**config.mk**
```make
export PLATFORM = sky130hd
export DESIGN_NAME = harq_retx_search_queue
export DESIGN_NICKNAME = d
export VERILOG_FILES = /design/src/rtl/hrsq_pkg.sv /design/src/rtl/harq_retx_search_queue.sv /design/src/rtl/hrsq_cfg_regs.sv /design/src/rtl/hrsq_entry_mem.sv /design/src/rtl/hrsq_match_unit.sv
export SDC_FILE = /design/constraint.sdc
export NUM_CORES = 1
export LEC_CHECK = 0
export ABC_AREA = 0
export BUFFER_PORTS_ARGS = -buffer_cell sky130_fd_sc_hd__clkbuf_2
export CORE_MARGIN = 2
export CORE_UTILIZATION = 50
export DETAILED_ROUTE_END_ITERATION = 7
export GPL_TIMING_DRIVEN = 0
export PLACE_DENSITY = 0.67
export SLEW_MARGIN = 10
export SYNTH_ARGS = -nofsm -noshare
export SYNTH_HDL_FRONTEND = slang
export SYNTH_HIERARCHICAL = 1
export SYNTH_SLANG_ARGS = --single-unit
```
**constraint.sdc**
```tcl
create_clock -name clk -period 5.86 [get_ports clk]
set_clock_uncertainty 0.1 [all_clocks]
set_input_delay 0.586 -clock clk [delete_from_list [all_inputs] [get_ports clk]]
set_output_delay 0.586 -clock clk [all_outputs]
set_load 0.02 [all_outputs]
```
**src/rtl/hrsq_pkg.sv**
```systemverilog
// ----------------------------------------------------------------------------
// hrsq_pkg
// Shared types and constants of the retransmission search queue: entry
// layout, action codes, field widths and configuration register map.
// ----------------------------------------------------------------------------
package hrsq_pkg;

  localparam int unsigned USER_W   = 10;
  localparam int unsigned SLOT_W   = 16;
  localparam int unsigned HANDLE_W = 16;
  localparam int unsigned ACTION_W = 3;
  localparam int unsigned COUNT_W  = 5;

  // action codes
  localparam logic [ACTION_W-1:0] ACT_APPEND = 3'd0;
  localparam logic [ACTION_W-1:0] ACT_TAKE   = 3'd1;
  localparam logic [ACTION_W-1:0] ACT_PEEK   = 3'd2;
  localparam logic [ACTION_W-1:0] ACT_DUE    = 3'd3;
  localparam logic [ACTION_W-1:0] ACT_CLEAR  = 3'd4;

  // configuration port
  localparam int unsigned CFG_AW = 3;
  localparam int unsigned CFG_DW = 32;
  localparam logic        REG_RETX_MIN_AGE  = 1'b0;
  localparam logic [SLOT_W-1:0] MIN_AGE_RST = 16'd5;

  typedef struct packed {
    logic [USER_W-1:0]   user;
    logic [SLOT_W-1:0]   birth;
    logic [HANDLE_W-1:0] handle;
  } entry_t;

endpackage

```
**src/rtl/harq_retx_search_queue.sv**
```systemverilog
// ----------------------------------------------------------------------------
// harq_retx_search_queue
// Ordered queue of pending retransmission entries with append, take, peek,
// due check and clear, searched one entry per cycle by a shared compare unit.
//
//   channel  | ports                                  | handshake
//   ---------+----------------------------------------+-----------------
//   input    | in_action/user_id/birth/handle/now     | in_valid/in_ready
//   result   | out_hit/found_handle/dropped/not_empty/| out_valid/out_ready
//            | entry_count                            |
//   config   | psel/penable/pwrite/paddr/pwdata/prdata| pready (always 1)
//
// append, clear and unused codes go from accept through ST_POST to the output register.
// searches read one entry a cycle from the first until a hit or the fill count; a take
// hit then passes through ST_SHIFT, moving each later entry down one slot to close the gap.
// one item in work at a time, in_ready high only while idle.
// a result held by out_ready low stalls the sequencer before its return to idle.
// synchronous active-low reset empties the queue and sets the minimum age to 5.
// ----------------------------------------------------------------------------
module harq_retx_search_queue #(
  parameter int unsigned QUEUE_DEPTH = 16
) (
  input  logic                                clk,
  input  logic                                rst_n,
  // input channel
  input  logic                                in_valid,
  output logic                                in_ready,
  input  logic [hrsq_pkg::ACTION_W-1:0]       in_action,
  input  logic [hrsq_pkg::USER_W-1:0]         in_user_id,
  input  logic [hrsq_pkg::SLOT_W-1:0]         in_birth_slot,
  input  logic [hrsq_pkg::HANDLE_W-1:0]       in_msg_handle,
  input  logic [hrsq_pkg::SLOT_W-1:0]         in_now_slot,
  // result channel
  output logic                                out_valid,
  input  logic                                out_ready,
  output logic                                out_hit,
  output logic [hrsq_pkg::HANDLE_W-1:0]       out_found_handle,
  output logic                                out_dropped,
  output logic                                out_not_empty,
  output logic [hrsq_pkg::COUNT_W-1:0]        out_entry_count,
  // configuration port
  input  logic                                psel,
  input  logic                                penable,
  input  logic                                pwrite,
  input  logic [hrsq_pkg::CFG_AW-1:0]         paddr,
  input  logic [hrsq_pkg::CFG_DW-1:0]         pwdata,
  output logic [hrsq_pkg::CFG_DW-1:0]         prdata,
  output logic                                pready
);

  localparam int unsigned AW = $clog2(QUEUE_DEPTH);
  localparam int unsigned CW = $clog2(QUEUE_DEPTH + 1);
  localparam logic [CW-1:0] DEPTH_C = CW'(QUEUE_DEPTH);
  localparam logic [CW-1:0] ONE_C   = CW'(1);

  typedef enum logic [3:0] {
    ST_IDLE  = 4'b0001,
    ST_SCAN  = 4'b0010,
    ST_SHIFT = 4'b0100,
    ST_POST  = 4'b1000
  } state_t;

  state_t state_r, state_nxt;

  logic [hrsq_pkg::ACTION_W-1:0] op_r, op_nxt;
  logic [hrsq_pkg::USER_W-1:0]   user_r, user_nxt;
  logic [hrsq_pkg::SLOT_W-1:0]   now_r, now_nxt;
  logic [CW-1:0]                 count_r, count_nxt;
  logic [CW-1:0]                 scan_idx_r, scan_idx_nxt;
  logic                          pend_r, pend_nxt;
  logic [AW-1:0]                 pend_idx_r, pend_idx_nxt;
  logic                          res_hit_r, res_hit_nxt;
  logic [hrsq_pkg::HANDLE_W-1:0] res_handle_r, res_handle_nxt;
  logic                          res_drop_r, res_drop_nxt;

  logic                          out_valid_r, out_valid_nxt;
  logic                          out_hit_r, out_hit_nxt;
  logic [hrsq_pkg::HANDLE_W-1:0] out_handle_r, out_handle_nxt;
  logic                          out_drop_r, out_drop_nxt;
  logic                          out_ne_r, out_ne_nxt;
  logic [hrsq_pkg::COUNT_W-1:0]  out_count_r, out_count_nxt;

  logic [hrsq_pkg::SLOT_W-1:0]   min_age;
  logic                          mem_we;
  logic [AW-1:0]                 mem_waddr;
  hrsq_pkg::entry_t              mem_wdata;
  hrsq_pkg::entry_t              mem_q;
  logic                          unit_match;
  logic                          match;
  logic                          out_free;

  hrsq_cfg_regs u_cfg (
    .clk     (clk),
    .rst_n   (rst_n),
    .psel    (psel),
    .penable (penable),
    .pwrite  (pwrite),
    .paddr   (paddr),
    .pwdata  (pwdata),
    .prdata  (prdata),
    .pready  (pready),
    .min_age (min_age)
  );

  hrsq_entry_mem #(
    .DEPTH (QUEUE_DEPTH)
  ) u_mem (
    .clk   (clk),
    .we    (mem_we),
    .waddr (mem_waddr),
    .wdata (mem_wdata),
    .raddr (scan_idx_r[AW-1:0]),
    .rdata (mem_q)
  );

  hrsq_match_unit u_match (
    .entry     (mem_q),
    .user      (user_r),
    .now_slot  (now_r),
    .min_age   (min_age),
    .check_age (op_r == hrsq_pkg::ACT_DUE),
    .match     (unit_match)
  );

  assign in_ready = state_r == ST_IDLE;
  assign match    = pend_r && unit_match;
  assign out_free = !out_valid_r || out_ready;

  always_comb begin
    state_nxt      = state_r;
    op_nxt         = op_r;
    user_nxt       = user_r;
    now_nxt        = now_r;
    count_nxt      = count_r;
    scan_idx_nxt   = scan_idx_r;
    pend_nxt       = pend_r;
    pend_idx_nxt   = pend_idx_r;
    res_hit_nxt    = res_hit_r;
    res_handle_nxt = res_handle_r;
    res_drop_nxt   = res_drop_r;
    mem_we         = 1'b0;
    mem_waddr      = count_r[AW-1:0];
    mem_wdata      = '{user: in_user_id, birth: in_birth_slot, handle: in_msg_handle};

    case (state_r)
      ST_IDLE: begin
        if (in_valid) begin
          op_nxt         = in_action;
          user_nxt       = in_user_id;
          now_nxt        = in_now_slot;
          scan_idx_nxt   = '0;
          pend_nxt       = 1'b0;
          res_hit_nxt    = 1'b0;
          res_handle_nxt = '0;
          res_drop_nxt   = 1'b0;
          state_nxt      = ST_POST;
          case (in_action)
            hrsq_pkg::ACT_APPEND: begin
              if (count_r >= DEPTH_C) begin
                res_drop_nxt = 1'b1;
              end else begin
                mem_we    = 1'b1;
                count_nxt = count_r + ONE_C;
              end
            end
            hrsq_pkg::ACT_TAKE,
            hrsq_pkg::ACT_PEEK,
            hrsq_pkg::ACT_DUE: begin
              state_nxt = ST_SCAN;
            end
            hrsq_pkg::ACT_CLEAR: begin
              count_nxt = '0;
            end
            default: begin
              state_nxt = ST_POST;
            end
          endcase
        end
      end
      ST_SCAN: begin
        // check the entry read last cycle while the next read is issued
        if (match) begin
          res_hit_nxt    = 1'b1;
          res_handle_nxt = mem_q.handle;
          pend_nxt       = 1'b0;
          if (op_r == hrsq_pkg::ACT_TAKE) begin
            state_nxt = ST_SHIFT;
          end else begin
            state_nxt = ST_POST;
          end
        end else if (scan_idx_r == count_r) begin
          pend_nxt  = 1'b0;
          state_nxt = ST_POST;
        end else begin
          pend_nxt     = 1'b1;
          pend_idx_nxt = scan_idx_r[AW-1:0];
          scan_idx_nxt = scan_idx_r + ONE_C;
        end
      end
      ST_SHIFT: begin
        // entry read last cycle moves down one slot
        mem_we    = pend_r;
        mem_waddr = pend_idx_r - AW'(1);
        mem_wdata = mem_q;
        if (scan_idx_r == count_r) begin
          pend_nxt  = 1'b0;
          count_nxt = count_r - ONE_C;
          state_nxt = ST_POST;
        end else begin
          pend_nxt     = 1'b1;
          pend_idx_nxt = scan_idx_r[AW-1:0];
          scan_idx_nxt = scan_idx_r + ONE_C;
        end
      end
      ST_POST: begin
        if (out_free) begin
          state_nxt = ST_IDLE;
        end
      end
      default: begin
        state_nxt = ST_IDLE;
      end
    endcase
  end

  always_comb begin
    out_valid_nxt  = out_valid_r && !out_ready;
    out_hit_nxt    = out_hit_r;
    out_handle_nxt = out_handle_r;
    out_drop_nxt   = out_drop_r;
    out_ne_nxt     = out_ne_r;
    out_count_nxt  = out_count_r;
    if (state_r == ST_POST && out_free) begin
      out_valid_nxt  = 1'b1;
      out_hit_nxt    = res_hit_r;
      out_handle_nxt = res_handle_r;
      out_drop_nxt   = res_drop_r;
      out_ne_nxt     = count_r != '0;
      out_count_nxt  = hrsq_pkg::COUNT_W'(count_r);
    end
  end

  always_ff @(posedge clk) begin
    if (!rst_n) begin
      state_r     <= ST_IDLE;
      count_r     <= '0;
      pend_r      <= 1'b0;
      out_valid_r <= 1'b0;
    end else begin
      state_r     <= state_nxt;
      count_r     <= count_nxt;
      pend_r      <= pend_nxt;
      out_valid_r <= out_valid_nxt;
    end
  end

  always_ff @(posedge clk) begin
    op_r         <= op_nxt;
    user_r       <= user_nxt;
    now_r        <= now_nxt;
    scan_idx_r   <= scan_idx_nxt;
    pend_idx_r   <= pend_idx_nxt;
    res_hit_r    <= res_hit_nxt;
    res_handle_r <= res_handle_nxt;
    res_drop_r   <= res_drop_nxt;
    out_hit_r    <= out_hit_nxt;
    out_handle_r <= out_handle_nxt;
    out_drop_r   <= out_drop_nxt;
    out_ne_r     <= out_ne_nxt;
    out_count_r  <= out_count_nxt;
  end

  assign out_valid        = out_valid_r;
  assign out_hit          = out_hit_r;
  assign out_found_handle = out_handle_r;
  assign out_dropped      = out_drop_r;
  assign out_not_empty    = out_ne_r;
  assign out_entry_count  = out_count_r;

endmodule

```
**src/rtl/hrsq_cfg_regs.sv**
```systemverilog
// ----------------------------------------------------------------------------
// hrsq_cfg_regs
// Register file behind the configuration port; holds the minimum age in
// slots before an entry is due for retransmission.
// ----------------------------------------------------------------------------
module hrsq_cfg_regs (
  input  logic                           clk,
  input  logic                           rst_n,
  input  logic                           psel,
  input  logic                           penable,
  input  logic                           pwrite,
  input  logic [hrsq_pkg::CFG_AW-1:0]    paddr,
  input  logic [hrsq_pkg::CFG_DW-1:0]    pwdata,
  output logic [hrsq_pkg::CFG_DW-1:0]    prdata,
  output logic                           pready,
  output logic [hrsq_pkg::SLOT_W-1:0]    min_age
);

  logic [hrsq_pkg::SLOT_W-1:0] min_age_r;
  logic [hrsq_pkg::SLOT_W-1:0] min_age_nxt;
  logic                        reg_sel;

  // register index is the word address
  assign reg_sel = paddr[2] == hrsq_pkg::REG_RETX_MIN_AGE;
  assign pready  = 1'b1;

  always_comb begin
    min_age_nxt = min_age_r;
    if (psel && penable && pwrite && reg_sel) begin
      min_age_nxt = pwdata[hrsq_pkg::SLOT_W-1:0];
    end
  end

  always_ff @(posedge clk) begin
    if (!rst_n) begin
      min_age_r <= hrsq_pkg::MIN_AGE_RST;
    end else begin
      min_age_r <= min_age_nxt;
    end
  end

  always_comb begin
    prdata = '0;
    if (reg_sel) begin
      prdata = {{(hrsq_pkg::CFG_DW-hrsq_pkg::SLOT_W){1'b0}}, min_age_r};
    end
  end

  assign min_age = min_age_r;

endmodule

```
**src/rtl/hrsq_entry_mem.sv**
```systemverilog
// ----------------------------------------------------------------------------
// hrsq_entry_mem
// Entry storage: one write port, one read port with registered read data.
// ----------------------------------------------------------------------------
module hrsq_entry_mem #(
  parameter  int unsigned DEPTH = 16,
  localparam int unsigned AW    = $clog2(DEPTH)
) (
  input  logic                 clk,
  input  logic                 we,
  input  logic [AW-1:0]        waddr,
  input  hrsq_pkg::entry_t     wdata,
  input  logic [AW-1:0]        raddr,
  output hrsq_pkg::entry_t     rdata
);

  hrsq_pkg::entry_t mem_r [DEPTH];
  hrsq_pkg::entry_t rdata_r;

  always_ff @(posedge clk) begin
    if (we) begin
      mem_r[waddr] <= wdata;
    end
    rdata_r <= mem_r[raddr];
  end

  assign rdata = rdata_r;

endmodule

```
**src/rtl/hrsq_match_unit.sv**
```systemverilog
// ----------------------------------------------------------------------------
// hrsq_match_unit
// Shared compare unit: user match and, for the due check, slot age against
// the configured minimum (age wraps modulo 2^16).
// ----------------------------------------------------------------------------
module hrsq_match_unit (
  input  hrsq_pkg::entry_t               entry,
  input  logic [hrsq_pkg::USER_W-1:0]    user,
  input  logic [hrsq_pkg::SLOT_W-1:0]    now_slot,
  input  logic [hrsq_pkg::SLOT_W-1:0]    min_age,
  input  logic                           check_age,
  output logic                           match
);

  logic [hrsq_pkg::SLOT_W-1:0] age;

  assign age   = now_slot - entry.birth;
  assign match = (entry.user == user) && (!check_age || (age >= min_age));

endmodule

```
Word-level counts from Yosys, hierarchy flattened
Memories as Yosys holds them, arrays and structs flattened. A register that Yosys moved wholly into a read port is not among the register bits.
Cells that the tools add are included.
- register bits: 107
- memory bits (writable): 672
- word-level logic and storage cells: 111
- memories: 1
- memories (memory ; words ; width ; read ports ; clocked after memory_dff ; write ports ; RTL line ; source):
    u_mem.mem_r ; 16 ; 42 ; 1 ; 1 ; 1 ; hrsq_entry_mem.sv:17 ; hrsq_pkg::entry_t mem_r [DEPTH];
- equality and inequality tests: 19
- reduce and logical (&&, ||, !) cells: 26
- magnitude comparators: 2
- add/sub/neg operators: 5
- bitwise logic cells: 1
- mux-type cells: 39
- operators by type and width (cell ; count):
    2-to-1 mux 16 bit ; 3
    2-to-1 mux 42 bit ; 1
    2-to-1 mux 4 bit ; 9
    case mux 16 bit (2 select lines) ; 1
    2-to-1 mux 5 bit ; 6
    case mux 5 bit (2 select lines) ; 2
    >= comparator 16 bit ; 1
    case mux 4 bit (4 select lines) ; 1
    subtractor 16 bit ; 1
    case mux 5 bit (3 select lines) ; 1
    2-to-1 mux 1 bit ; 11
    adder 5 x 1 -> 5 bit (second input constant) ; 2
    == test 10 bit ; 1
    != test 2 bit (second input constant) ; 5
    == test 3 x 2 -> 1 bit (second input constant) ; 3
    case mux 4 bit (2 select lines) ; 1
    AND reduction 2 bit ; 4
    logical AND 1 bit ; 7
    == test 3 x 1 -> 1 bit (second input constant) ; 2
    AND reduction 3 bit ; 2
    nonzero test 2 bit ; 3
    == test 5 bit ; 1
    >= comparator 5 bit (second input constant) ; 1
    AND reduction 5 bit ; 1
    18 further kinds ; 22

Logic depth before layout (Yosys ltp)
- depth after elaboration: 7
- depth in mapped cells: 20
- gate-level depth less buffers: 20

Hierarchy
Netlist, hierarchy kept.
- modules (own cells, without submodules) (module ; cells each ; instances ; sequential area each (um2) ; area each (um2)):
    hrsq_entry_mem ; 1092 ; 1 ; 21020.2 ; 26058.7
    harq_retx_search_queue ; 370 ; 1 ; 2622.5 ; 4037.6
    hrsq_match_unit ; 187 ; 1 ; 0.0 ; 1337.5
    hrsq_cfg_regs ; 106 ; 1 ; 320.3 ; 917.1

Least setup slack after synthesis
OpenSTA, ideal clock, no wires.
- kind: reg2reg
- from: reg state_r[1]
- to: mem u_mem/mem_r[0][0] (netlist bit) (enable)
- slack: 0.161 ns
- buffers on the path: 0
- cell stages (with the launch flop): 7
- library setup time: 0.493 ns
- arrival time: 5.105 ns
- cells stage by stage: dfxtp_1 -> nor4b_2 -> nand2_1 -> nor4b_2 -> a21o_1 -> or3b_2 -> nor3_1
- longest elaborated chain between the ends: 4
- elaborated cells on any way between the ends: 6
- those cells by class: 2 x eq/ne; 4 x mux
- ends and longest elaborated chain (element ; RTL line ; source):
    start, declared ; harq_retx_search_queue.sv:63 ; state_t state_r, state_nxt;
    start signal, assigned ; harq_retx_search_queue.sv:250 ; state_r <= state_nxt;
    == test 4 x 1 -> 1 bit ; - ;
    via in_ready ; harq_retx_search_queue.sv:27 ; output logic in_ready,
    case mux 1 bit (2 select lines) ; harq_retx_search_queue.sv:145 ; case (state_r)
    via mem_we ; harq_retx_search_queue.sv:84 ; logic mem_we;
    2-to-1 mux 1 bit ; hrsq_entry_mem.sv:21 ; if (we) begin
    2-to-1 mux 1 bit (implied by the code) ; hrsq_entry_mem.sv:22 ; mem_r[waddr] <= wdata;
    end, declared ; hrsq_entry_mem.sv:17 ;
The timed path passes the listed nets, and every way through them passes these cells.

Worst setup path after layout
- from: reg, netlist name u_mem/rdata[16]
- to: reg pend_idx_r[1] (enable)
- longest elaborated chain between the ends: 7
- ends and longest elaborated chain (element ; RTL line ; source):
    subtractor 16 bit ; hrsq_match_unit.sv:17 ; assign age = now_slot - entry.birth;
    >= comparator 16 bit ; hrsq_match_unit.sv:18 ; assign match = (entry.user == user) && (!check_age || (age >= min_age));
    logical OR 1 bit ; hrsq_match_unit.sv:18 ;
    logical AND 1 bit ; hrsq_match_unit.sv:18 ;
    via unit_match ; harq_retx_search_queue.sv:88 ; logic unit_match;
    logical AND 1 bit ; harq_retx_search_queue.sv:126 ; assign match = pend_r && unit_match;
    != test 2 bit (no line) ; - ;
    AND reduction 2 bit (no line) ; - ;
    end signal, assigned ; harq_retx_search_queue.sv:262 ; pend_idx_r <= pend_idx_nxt;
    end, declared ; harq_retx_search_queue.sv:71 ; logic [AW-1:0] pend_idx_r, pend_idx_nxt;
The timed path passes the listed nets, and every way through them passes these cells.
A chain may end at the register's enable or synchronous reset.

==> load_flow_metrics.sql <==
INSERT INTO impl_metrics (metric_group, metric, value, unit) VALUES
('run_status', 'status', 'finished, final reports clean', ''),
('cts', 'number_of_h_tree_branching_levels', '3', ''),
('floorplan', 'floorplan.initialDensity', '50.4', '%'),
('route', 'antenna_violating_nets_post_route', '0', ''),
('yosys', 'combinational_family_with_the_most_area_after_synthesis', 'multiplexers', ''),
('cells_and_area', 'layout.cells.most_common_list', 'edfxtp_1, nand2_1, mux4_2', ''),
('power_and_ir_drop', 'totalPowerFinal', '12700', 'uW'),
('critical_path', 'critPathSlowestCell', 'nor3_1', ''),
('floorplan', 'io_pins', '162', ''),
('route', 'drt_first_iter_violations', '1832', ''),
('critical_path', 'timing_worst_setup_path_type', 'reg -> reg', ''),
('cts', 'cts-buffers-inserted', '81', ''),
('yosys', 'yosys.area_share.simple', '5.17', '%'),
('power_and_ir_drop', 'power_leakage', '0.0128', 'uW'),
('yosys', 'postSynthCellCount', '1755', ''),
('global_routing', 'grt_start_max_net_pins', '31', ''),
('floorplan', 'die_w', '258', 'um'),
('critical_path', 'cp_startpoint_kind', 'register', ''),
('timing', 'fin_crit', '5310', 'ps'),
('route', 'route.detailed.wl_per_inst', '24.9', 'um'),
('yosys', 'synth-seq-area-share', '74.1', '%'),
('power_and_ir_drop', 'power.density_cell_area', '337', 'nW/um^2'),
('cells_and_area', 'layout-area-overhead-vs-synth', '16.4', '%'),
('worst_hold_path', 'timing.hold.worst.class', 'in -> reg', ''),
('yosys', 'yosysWarningCount', '6', ''),
('critical_path', 'crit_path_max_fanout', '5', ''),
('global_routing', 'grt_use_total', '22.4', '%'),
('cts', 'cts_tree', 'done', ''),
('critical_path', 'cp_cell_sequence', 'ha_1, fa_1, nand2b_1, a21oi_1, nor2_1, nor3b_1, o31a_1, xor2_1, ha_1, nor2b_1, o21ai_0, o2111ai_1, a21oi_1, nor3_2, and3_1, nor3_1', ''),
('yosys', 'postSynthRegisterBits', '821', ''),
('cts', 'ctsResizeCount', '0', ''),
('yosys', 'number_of_distinct_library_cells_after_synthesis', '66', ''),
('yosys', 'synth.mux.area_fraction', '12.3', '%'),
('route', 'firstDrtPassIters', '5', ''),
('cts', 'clock_slew_at_reported_path_ffs', '60', 'ps'),
('cts', 'post-cts-setup-buffer-count', '0', ''),
('yosys', 'synthArstFlopShare', '0', '%'),
('yosys', 'synth-edff-count', '752', ''),
('floorplan', 'die_h', '258', 'um'),
('global_routing', 'met2_track_utilization_from_global_routing', '36.8', '%'),
('timing', 'maxSlewViolCount', '0', ''),
('cells_and_area', 'layout_commonest_cell', 'edfxtp_1', ''),
('critical_path', 'required', '6000', 'ps'),
('placed_design', 'finalWeightedCongestion', '0.819', ''),
('critical_path', 'critical_path.top_delay_family', 'simple AND/OR/NAND/NOR gates', ''),
('cells_and_area', 'layout.cells.non_filler', '2946', ''),
('critical_path', 'timing.critical_path.slowest_cell_delay', '660', 'ps'),
('placed_design', 'dp_cells', '2798', ''),
('power_and_ir_drop', 'irDropWorstVdd', '244', 'uV'),
('route', 'total_routed_length', '73500', 'um'),
('critical_path', 'reg2reg_setup_slack', '550', 'ps'),
('critical_path', 'endpoint_kind', 'register', ''),
('yosys', 'yosys-top-cells-area', 'edfxtp_1, mux4_2, dfxtp_1', ''),
('yosys', 'post_synth_xor_area_fraction', '0.893', '%'),
('global_routing', 'via_count_of_the_first_global_routing_pass', '17392', ''),
('placed_design', 'buffer_ports.inserted', '126', ''),
('cts', 'cts.root.buffer_cell', 'clkbuf_16', ''),
('cells_and_area', 'layout_cells_sized_above_1', '26.4', '%'),
('timing', 'max_freq', '188', 'MHz'),
('timing', 'worst_slew_margin_rel', '32.1', '%'),
('route', 'post_drt_via_cell_ratio', '5.83', ''),
('yosys', 'post_synth_fa_ha_maj_area_fraction', '1.45', '%'),
('yosys', 'synthFlopType', 'edfxtp_1', ''),
('cts', 'clock_insertion_delay_worst_skew', '630', 'ps'),
('timing', 'hold_violations', '0', ''),
('flow_run', 'max-cap-violations', '0', ''),
('floorplan', 'die_area', '66800', 'um^2'),
('global_routing', 'top_usage_layer', 'met2', ''),
('route', 'post-route-drc-count', '0', ''),
('critical_path', 'combined_buffer_and_inverter_count_along_the_critical_path', '0', ''),
('global_routing', 'grt_overflow', '0', '');
path summary, 6_finish.rpt:
path / to / depth (start not counted) / start
setup / recovery: pend_idx_r[1] / 16 / u_mem/rdata[16]
hold / removal: now_r[9] / 1 / in_now_slot[9]
setup reg to reg: pend_idx_r[1] / 16 / u_mem/rdata[16]
hold reg to reg: out_found_handle[3] / 0 / res_handle_r[3]
power breakdown:
| part | internal (uW) | switching, uW |
|---|---|---|
| registers | 6480 | 54.9 |
| clock network | 3050 | 2140 |
| logic | 407 | 555 |
| total | 9930 | 2750 |
layout make-up:
class,instances,area [um^2]
well taps,855,1070
clock buffers,108,2200
plain buffers,100,589
clock inverters,40,444
multi-input cells,806,7820
flip-flops and latches,821,24000
inverters,43,161
repair buffers,173,1410
fillers,4674,26600
synth_stat cells (4+ instances only):
library cell  instances
ha_1                 36
nand4_1               7
buf_6                13
xnor2_1              21
and2b_2               6
o2111ai_1             4
nor2_1               39
nand3_1              11
a21o_1               11
a211oi_1              4
dfxtp_1              69
a21oi_1              24
o21ai_0              14
nor2b_1              21
nand2b_1              8
buf_4                20
xor2_1               12
mux4_2              168
nor3_1               11
edfxtp_1            752
clkbuf_1             45
nand2_1             212
o21a_1                5
a22oi_1              84
inv_1                43
and2_1               18
buf_2                20
mux2i_1              17
worst reg2reg max path, stage by stage (launching register included):
cell	delay (ps)
dfxtp_1	340
ha_1	240
fa_1	400
nand2b_1	180
a21oi_1	240
nor2_1	120
nor3b_1	420
o31a_1	220
xor2_1	170
ha_1	260
nor2b_1	130
o21ai_0	190
o2111ai_1	150
a21oi_1	540
nor3_2	280
and3_1	290
nor3_1	660
routing by layer:
layer | wire length [um] | part of all wire (%)
met2 | 36200 | 49
met3 | 6010 | 8.2
met5 | 13 | 0.018
met1 | 29400 | 40
met4 | 1840 | 2.5
flip-flops by register name, summed over array words and instances, names as in the netlist, 3 cells and up:
signal,count
u_mem/mem_r,672
u_mem/rdata,42
now_r,16
out_found_handle,16
res_handle_r,16
u_cfg/min_age,16
user_r,10
count_r,5
out_entry_count,5
scan_idx_r,5
pend_idx_r,4
state_r,4
op_r,3
cells by family after synthesis:
kind of cell | count (synthesis)
adder cells (fa/ha/maj) | 37
buffers and inverters | 143
flip-flops | 821
AND/OR/NAND/NOR | 360
AO/OA/AOI/OAI | 173
multiplexers | 186
XOR/XNOR | 33
other | 2
metrics by stage:
step	hold WS [ps]	instance area, um^2	setup slack [ps]	TNS [ps]
floorplan	300	32400	161	0
global placement	301	34100	-3670	-1070910
detailed placement	305	35000	366	0
CTS	11.8	37600	354	0
global route	32.7	37700	307	0
finish	42.4	37700	552	0
No activity file was read; power rests on OpenSTA's default activity.
